`config.mk`:
```
export PLATFORM = sky130hd
export DESIGN_NAME = rle_pattern_decoder
export DESIGN_NICKNAME = d
export VERILOG_FILES = /design/src/rpd_pkg.sv /design/src/rle_pattern_decoder.sv /design/src/rpd_pattern_ram.sv /design/src/rpd_core.sv
export VERILOG_INCLUDE_DIRS = /design/src /design/src/src
export SDC_FILE = /design/constraint.sdc
export NUM_CORES = 2
export LEC_CHECK = 0
export BUFFER_PORTS_ARGS = -buffer_cell sky130_fd_sc_hd__buf_4
export CORE_MARGIN = 2
export CORE_UTILIZATION = 43
export DETAILED_ROUTE_END_ITERATION = 10
export PLACE_DENSITY = 0.61
export REMOVE_ABC_BUFFERS = 1
export SLEW_MARGIN = 40
export SYNTH_ARGS = -nofsm -noshare
export SYNTH_HDL_FRONTEND = slang
export SYNTH_HIERARCHICAL = 1
export SYNTH_SLANG_ARGS = --single-unit
```
`constraint.sdc`:
```
create_clock -name clk -period 8.53 [get_ports clk]
set_input_delay 0.4265 -clock clk [delete_from_list [all_inputs] [get_ports clk]]
set_output_delay 0.4265 -clock clk [all_outputs]
set_load 0.02 [all_outputs]
```
`src/rle_pattern_decoder_macros.svh`:
```
// Assertion macros shared by the decoder RTL.
`ifndef RLE_PATTERN_DECODER_MACROS_SVH
`define RLE_PATTERN_DECODER_MACROS_SVH

// Same-cycle implication, checked on every clock edge out of reset.
`define RPD_ASSERT_NOW(label, ante, cons) \
  label: assert property (@(posedge clk) disable iff (!rst_n) (ante) |-> (cons)) \
    else $error("rpd assertion failed");

// Next-cycle implication.
`define RPD_ASSERT_NEXT(label, ante, cons) \
  label: assert property (@(posedge clk) disable iff (!rst_n) (ante) |=> (cons)) \
    else $error("rpd assertion failed");

`endif

```
`src/rpd_pkg.sv`:
```
// Shared types, constants and codes of the run-length pattern decoder.
package rpd_pkg;

  localparam int PATTERN_DEPTH = 256;
  localparam int LENGTH_BITS   = 29;
  localparam int ADDR_W        = $clog2(PATTERN_DEPTH);
  localparam int IDX_W         = 8;
  localparam int STATUS_W      = 3;

  // Input opcodes
  localparam logic OP_BYTE = 1'b0;
  localparam logic OP_TICK = 1'b1;

  // Result status codes
  localparam logic [STATUS_W-1:0] ST_BYTE   = 3'd0;
  localparam logic [STATUS_W-1:0] ST_ACCEPT = 3'd1;
  localparam logic [STATUS_W-1:0] ST_END    = 3'd2;
  localparam logic [STATUS_W-1:0] ST_ZLEN   = 3'd3;
  localparam logic [STATUS_W-1:0] ST_BUSY   = 3'd4;
  localparam logic [STATUS_W-1:0] ST_IDLE   = 3'd5;
  localparam logic [STATUS_W-1:0] ST_ZPAT   = 3'd6;

  typedef struct packed {
    logic       opcode;
    logic [7:0] data_byte;
    logic       last_byte;
  } rpd_in_t;

  typedef struct packed {
    logic [7:0]          out_byte;
    logic [STATUS_W-1:0] status;
  } rpd_out_t;

  // Pattern store port: one write and one registered read per cycle
  typedef struct packed {
    logic              we;
    logic [ADDR_W-1:0] waddr;
    logic [7:0]        wdata;
    logic [ADDR_W-1:0] raddr;
  } rpd_ram_req_t;

endpackage

```
`src/rle_pattern_decoder.sv`:
```
// An accepted input is held in the input register; its result goes to the result register.
// Throughput: one transaction per cycle while out_stall is low; each gives exactly one result.
// The single pattern-store read port is re-aimed every cycle, so replay ticks run back to back.
// Reset (rst_n low, synchronous) clears both registers' valid flags and the decoder state;
// the pattern store is not cleared and reads as undefined until written.
`include "rle_pattern_decoder_macros.svh"
module rle_pattern_decoder
  import rpd_pkg::*;
(
  input  logic     clk,
  input  logic     rst_n,
  input  logic     in_valid,
  input  rpd_in_t  in_item,
  output logic     in_stall,
  output logic     out_valid,
  output rpd_out_t out_item,
  input  logic     out_stall
);

  logic     in_valid_r;
  rpd_in_t  in_item_r;
  logic     out_valid_r;
  rpd_out_t out_item_r;
  rpd_out_t result;
  logic     advance;

  // the held transaction moves on when the result register is free
  assign advance  = in_valid_r && (!out_valid_r || !out_stall);
  assign in_stall = in_valid_r && !advance;

  rpd_core u_core (
    .clk    (clk),
    .rst_n  (rst_n),
    .step   (advance),
    .item   (in_item_r),
    .result (result)
  );

  // input register
  always_ff @(posedge clk) begin
    if (!rst_n) begin
      in_valid_r <= 1'b0;
    end else if (in_valid && !in_stall) begin
      in_valid_r <= 1'b1;
    end else if (advance) begin
      in_valid_r <= 1'b0;
    end
  end

  always_ff @(posedge clk) begin
    if (in_valid && !in_stall) begin
      in_item_r <= in_item;
    end
  end

  // result register
  always_ff @(posedge clk) begin
    if (!rst_n) begin
      out_valid_r <= 1'b0;
    end else if (advance) begin
      out_valid_r <= 1'b1;
    end else if (!out_stall) begin
      out_valid_r <= 1'b0;
    end
  end

  always_ff @(posedge clk) begin
    if (advance) begin
      out_item_r <= result;
    end
  end

  assign out_valid = out_valid_r;
  assign out_item  = out_item_r;

  // input stalls only behind a full, stalled result register
  `RPD_ASSERT_NOW(a_stall_cause, in_stall, out_valid_r && out_stall)
  // a processed transaction always lands in the result register
  `RPD_ASSERT_NEXT(a_advance_lands, advance, out_valid_r)

endmodule

```
`src/rpd_pattern_ram.sv`:
```
// Pattern store: single write port, registered read with write forwarding.
module rpd_pattern_ram
  import rpd_pkg::*;
(
  input  logic         clk,
  input  rpd_ram_req_t req,
  output logic [7:0]   rd_data
);

  logic [7:0] mem [PATTERN_DEPTH];
  logic [7:0] rd_data_r;

  // Write, and read the entry the next transaction will use
  always_ff @(posedge clk) begin
    if (req.we) begin
      mem[req.waddr] <= req.wdata;
    end
    if (req.we && (req.waddr == req.raddr)) begin
      rd_data_r <= req.wdata;
    end else begin
      rd_data_r <= mem[req.raddr];
    end
  end

  assign rd_data = rd_data_r;

endmodule

```
`src/rpd_core.sv`:
```
// Decoder state machine: record parsing, literal pass-through and pattern replay.
`include "rle_pattern_decoder_macros.svh"
module rpd_core
  import rpd_pkg::*;
(
  input  logic     clk,
  input  logic     rst_n,
  input  logic     step,
  input  rpd_in_t  item,
  output rpd_out_t result
);

  localparam logic [2:0] PH_HEADER  = 3'd0;
  localparam logic [2:0] PH_LENGTH  = 3'd1;
  localparam logic [2:0] PH_PATLEN  = 3'd2;
  localparam logic [2:0] PH_PATTERN = 3'd3;
  localparam logic [2:0] PH_LITERAL = 3'd4;
  localparam logic [2:0] PH_REPEAT  = 3'd5;
  localparam logic [2:0] PH_SKIP    = 3'd6;

  // header flag bits
  localparam int FL_REPEAT = 0;
  localparam int FL_HASPAT = 1;
  localparam int FL_LONG   = 2;

  logic [2:0]             phase_r, phase_nxt;
  logic [2:0]             flags_r, flags_nxt;
  logic [LENGTH_BITS-1:0] run_len_r, run_len_nxt;
  logic [1:0]             len_left_r, len_left_nxt;
  logic [IDX_W-1:0]       pat_len_r, pat_len_nxt;
  logic [IDX_W-1:0]       pat_idx_r, pat_idx_nxt;
  logic [LENGTH_BITS-1:0] reps_r, reps_nxt;

  rpd_ram_req_t ram_req;
  logic [7:0]   rd_data;

  rpd_pattern_ram u_ram (
    .clk     (clk),
    .req     (ram_req),
    .rd_data (rd_data)
  );

  // Next state and result for the transaction in the input register
  always_comb begin
    logic [7:0]             b;
    logic [LENGTH_BITS-1:0] len_val;
    logic                   len_done;
    logic [IDX_W-1:0]       idx_inc;
    b           = item.data_byte;
    len_val     = '0;
    len_done    = 1'b0;
    idx_inc     = pat_idx_r + IDX_W'(1);
    phase_nxt   = phase_r;
    flags_nxt   = flags_r;
    run_len_nxt = run_len_r;
    len_left_nxt = len_left_r;
    pat_len_nxt = pat_len_r;
    pat_idx_nxt = pat_idx_r;
    reps_nxt    = reps_r;
    result.out_byte = 8'd0;
    result.status   = ST_ACCEPT;
    ram_req.we    = 1'b0;
    ram_req.waddr = pat_idx_r[ADDR_W-1:0];
    ram_req.wdata = b;

    if (step) begin
      if (item.opcode == OP_TICK) begin
        if (phase_r != PH_REPEAT) begin
          result.status = ST_IDLE;
        end else begin
          result.out_byte = rd_data;
          result.status   = ST_BYTE;
          pat_idx_nxt     = idx_inc;
          if (idx_inc >= pat_len_r) begin
            pat_idx_nxt = '0;
            reps_nxt    = reps_r - LENGTH_BITS'(1);
            if (reps_nxt == '0) begin
              phase_nxt = PH_HEADER;
            end
          end
        end
      end else if (phase_r == PH_REPEAT) begin
        result.status = ST_BUSY;
      end else begin
        unique case (phase_r)
          PH_HEADER: begin
            if (b == 8'd0) begin
              result.status = ST_END;
              phase_nxt     = PH_SKIP;
            end else begin
              flags_nxt[FL_REPEAT] = b[7];
              flags_nxt[FL_HASPAT] = b[6];
              flags_nxt[FL_LONG]   = b[5];
              pat_len_nxt = IDX_W'(1);
              pat_idx_nxt = '0;
              if (b[5]) begin
                run_len_nxt  = LENGTH_BITS'(b[4:0]);
                len_left_nxt = 2'd3;
              end else begin
                run_len_nxt  = LENGTH_BITS'(b[3:0]);
                len_left_nxt = b[4] ? 2'd1 : 2'd0;
              end
              if (len_left_nxt != 2'd0) begin
                phase_nxt = PH_LENGTH;
              end else begin
                len_done = 1'b1;
                len_val  = run_len_nxt;
              end
            end
          end
          PH_LENGTH: begin
            run_len_nxt  = LENGTH_BITS'({run_len_r, b});
            len_left_nxt = len_left_r - 2'd1;
            if (len_left_nxt == 2'd0) begin
              len_done = 1'b1;
              len_val  = run_len_nxt;
            end
          end
          PH_PATLEN: begin
            if (flags_r[FL_REPEAT] && (b == 8'd0)) begin
              result.status = ST_ZPAT;
              phase_nxt     = PH_SKIP;
            end else begin
              if (flags_r[FL_REPEAT]) begin
                pat_len_nxt = b;
              end
              pat_idx_nxt = '0;
              phase_nxt   = flags_r[FL_REPEAT] ? PH_PATTERN : PH_LITERAL;
            end
          end
          PH_PATTERN: begin
            ram_req.we  = 1'b1;
            pat_idx_nxt = idx_inc;
            if (idx_inc >= pat_len_r) begin
              pat_idx_nxt = '0;
              reps_nxt    = run_len_r;
              phase_nxt   = PH_REPEAT;
            end
          end
          PH_LITERAL: begin
            result.out_byte = b;
            result.status   = ST_BYTE;
            run_len_nxt     = run_len_r - LENGTH_BITS'(1);
            if (run_len_nxt == '0) begin
              phase_nxt = PH_HEADER;
            end
          end
          default: begin
            phase_nxt = PH_SKIP;
          end
        endcase

        // length field complete: check for zero and go to the pattern length or the body
        if (len_done) begin
          if (len_val == '0) begin
            result.status = ST_ZLEN;
            phase_nxt     = PH_SKIP;
          end else if (flags_nxt[FL_HASPAT]) begin
            phase_nxt = PH_PATLEN;
          end else begin
            pat_idx_nxt = '0;
            phase_nxt   = flags_nxt[FL_REPEAT] ? PH_PATTERN : PH_LITERAL;
          end
        end

        // frame end returns to header wait unless a run is ready to drain
        if (item.last_byte && (phase_nxt != PH_REPEAT)) begin
          phase_nxt = PH_HEADER;
        end
      end
    end

    // keep the read data lined up with the index of the next transaction
    ram_req.raddr = pat_idx_nxt[ADDR_W-1:0];
  end

  always_ff @(posedge clk) begin
    if (!rst_n) begin
      phase_r    <= PH_HEADER;
      flags_r    <= '0;
      run_len_r  <= '0;
      len_left_r <= '0;
      pat_len_r  <= IDX_W'(1);
      pat_idx_r  <= '0;
      reps_r     <= '0;
    end else begin
      phase_r    <= phase_nxt;
      flags_r    <= flags_nxt;
      run_len_r  <= run_len_nxt;
      len_left_r <= len_left_nxt;
      pat_len_r  <= pat_len_nxt;
      pat_idx_r  <= pat_idx_nxt;
      reps_r     <= reps_nxt;
    end
  end

  // a replay run always has repeats outstanding
  `RPD_ASSERT_NOW(a_repeat_has_count, phase_r == PH_REPEAT, reps_r != '0)
  // the pattern length never reaches zero, so replay index always wraps
  `RPD_ASSERT_NOW(a_patlen_nonzero, phase_r == PH_REPEAT, pat_len_r != '0)
  // stores happen only while capturing a pattern
  `RPD_ASSERT_NOW(a_write_in_pattern, ram_req.we, step && (phase_r == PH_PATTERN))

endmodule

```
==> flow_summary.ini <==
[outcome]
status = finished clean

[yosys]
ys_types = 88
synthTopCellsByArea = edfxtp_1 72%, mux4_2 12%, dfxtp_1 2.1%, nor2_1 1.7%, mux2i_1 1.6%
yosysMostFrequentCell = edfxtp_1
yosys-top-cells-count = 2069 x edfxtp_1, 454 x mux4_2, 395 x nor2_1
synth.avg_cell_area_um2 = 18.6
synth_top_cell_by_area = edfxtp_1
synthMuxAreaShare = 0.135
ys_async_sr_fraction = 0
synth-simple-area-share = 0.0465
yosysSeqAreaShare = 0.739
synth_edf_count = 2069
yosysTopAreaCellShare = 0.718
synthAdderAreaFrac = 0.00231
synth-compound-area-share = 0.0526
yosys_warnings = 6
synth_top_flop_cell = edfxtp_1
synth_top_family_by_area = multiplexers
synth_xor_area_frac = 0.00324
netlist_area_mm2 = 0.0866
netlist_instances = 4654
ys_ff_latch = 2160

[timing]
hold_viol = 0
max_freq_mhz = 212
slew_viol_final = 0
period_minus_slack_ps = 4710
clock-skew-final_ps = 33.6
maxSlewHeadroom = 0.371
setup_viol = 0
rsz0062_at_grt = false
worst_pin_slew_ps = 943
post-route-period-util = 0.553

[min_path]
hp-class = primary input to flop
hold_path_startpoint = in_item[3]
holdPathEnd = in_item_r[3]
min_path_cells = 2

[floorplanning]
start_util = 0.433
ioPinCount = 27
dieHeight_um = 453
rows = 164
die_w_um = 453
fp.dieArea_mm2 = 0.205
core_mm2 = 0.200

[clocking]
clk-insertion-delay-late_ps = 860
cts_buffer_depth = 3
cts_tree = done
clk_pin_slew_ps = 60
tritoncts.num_buffers = 216
cts_sinks = 2160
root_buffer = clkbuf_16
htree_levels = 4

[global_route]
grt_usage = 0.219
grt_max_degree = 177
grt_pass1_vias = 45300
antenna_found_initial = 3
grt-ovfl-total = 0
grt_pass1_wl_um = 327000

[critical_path]
rr_worst_depth = 11
regToRegEndpoint = out_item[6]
crit_fanout = 29
start_kind = flop
crit_required_ps = 9100
slowest_delay_ps = 730
worst-setup-path-type = flop to flop
r2r_setup_slack_ps = 3820
slowest_stage = a211oi_1
path_cells = buf_12, buf_4, buf_4, buf_12, mux4_2, a22oi_1, nand2_1, a211oi_1, nor4_1, a22oi_1, nor2_1
arrival_ps = 5290
worst_setup_path_end_kind = flop

[place]
port_buffers = 26
gp_congestion = 0.853
place_hpwl_um = 134000

[job]
cap_viol_max_count = 0

[drt]
first_pass_iters = 5
drt_wl_total_um = 227000
avgRoutedWirePerCell_um = 30.0
drc = 0
vias = 46400
drt_iter0_drc = 5678
vias_per_cell = 6.14
final_antenna_net_count = 0

[power_and_ir_drop]
ir_worst_vdd_mv = 0.215
finalPower_mw = 21.3
leakage_nw = 28.8
power_density_mw_per_mm2 = 219

[finish]
layout-drive-gt1-share = 0.233
nets = 4744
fillers = 16400
area_growth_syn_to_layout_pct = 12.4
fin_util = 0.487
critical path, delay by kind of cell (launching register included):
kind	cells	cell delay, ps
AND/OR/NAND/NOR	3	370
multiplexers	1	530
flip-flops	1	690
buffers and inverters	4	1530
AO/OA/AOI/OAI	3	1230
registers in the layout, indices dropped and copies added (netlist names), 2 cells and up, named ones only:
register / count
u_core/phase_r: 3
u_core/pat_len_r: 8
u_core/len_left_r: 2
u_core/reps_r: 29
in_item_r: 10
u_core/run_len_r: 29
u_core/u_ram/mem: 2048
u_core/pat_idx_r: 8
u_core/flags_r: 2
out_item: 11
report_power, final:
part | total (mW) | internal [mW] | switching, mW | leakage [nW]
clock | 9.30 | 5.26 | 4.04 | 3.37
sequential | 11.6 | 11.6 | 0.0134 | 19.3
combinational | 0.401 | 0.0845 | 0.317 | 6.11
layer usage:
metal	share of wire	global-route usage	vias to the layer above
li1	-	-	19200
met1	0.41	0.312	24700
met2	0.48	0.344	2120
met3	0.086	0.0419	363
met4	0.028	0.0664	0
met5	0	0	-
area by class of cell:
| type | count | area (um^2) | area share |
|---|---|---|---|
| clock buffer | 278 | 5720 | 0.0588 |
| sequential | 2160 | 64000 | 0.657 |
| timing repair buffer | 148 | 1550 | 0.0160 |
| multi-input combinational | 2151 | 21400 | 0.220 |
| antenna | 2 | 5.00 | 0.0000514 |
| clock inverter | 127 | 1190 | 0.0123 |
| inverter | 37 | 139 | 0.00143 |
| tap | 2656 | 3320 | 0.0341 |
kinds of logic (layout without fill, tap and decap cells):
group | count (synthesis) | count (layout)
and+or+nand+nor | 844 | 844
adders and majority gates | 16 | 16
AOI/OAI and AO/OA | 663 | 663
other | 0 | 2
DFF | 2160 | 2160
xor gates and xnor gates | 32 | 32
buffers and inverters | 343 | 590
muxes | 596 | 596
layout by cell type, fill, tap and decap left out, drive strengths merged, types with 22 or more instances in the layout:
cell | synthesis | final
inv | 36 | 43
mux4 | 456 | 456
a211oi | 29 | 29
a21oi | 169 | 169
clkbuf | 174 | 278
nand2 | 96 | 96
o21ai | 78 | 78
nor2 | 395 | 395
a22oi | 162 | 162
o22ai | 36 | 36
clkinv | 1 | 96
mux2i | 139 | 139
nor4 | 53 | 53
nand4 | 22 | 22
edfxtp | 2069 | 2069
nand3 | 57 | 57
buf | 132 | 133
nor2b | 36 | 36
o221ai | 48 | 48
dfxtp | 91 | 91
nor3 | 69 | 69
and2 | 28 | 28
metrics by stage:
| stage | cells | worst slack (ps) | setup TNS [ps] | hold WS, ps | area (um^2) |
|---|---|---|---|---|---|
| floorplan | 4348 | -17870 | -135070 | 432 | 84800 |
| global placement | 7121 | 3190 | 0 | 443 | 89300 |
| detailed placement | 7127 | 3660 | 0 | 448 | 89700 |
| CTS | 7547 | 3630 | 0 | 242 | 96800 |
| global route | 7558 | 3580 | 0 | 266 | 97300 |
| finish | 7559 | 3820 | 0 | 303 | 97300 |
timing repair:
item,CTS,global route
resized for setup,0,0
hold buffers,15,0
setup buffers,0,0
endpoints found under the hold margin,28,0
worst max-delay path by stage:
stage | from | to | slack [ps] | cells past startpoint
floorplan | flop | out_item[4] | -17870 | 8
global placement | flop | out_item[8] | 3190 | 9
detailed placement | flop | out_item[6] | 3660 | 11
CTS | flop | out_item[6] | 3630 | 11
global route | flop | out_item[8] | 3580 | 9
finish | flop | out_item[6] | 3820 | 11
No activity file was read; power rests on OpenSTA's default activity.
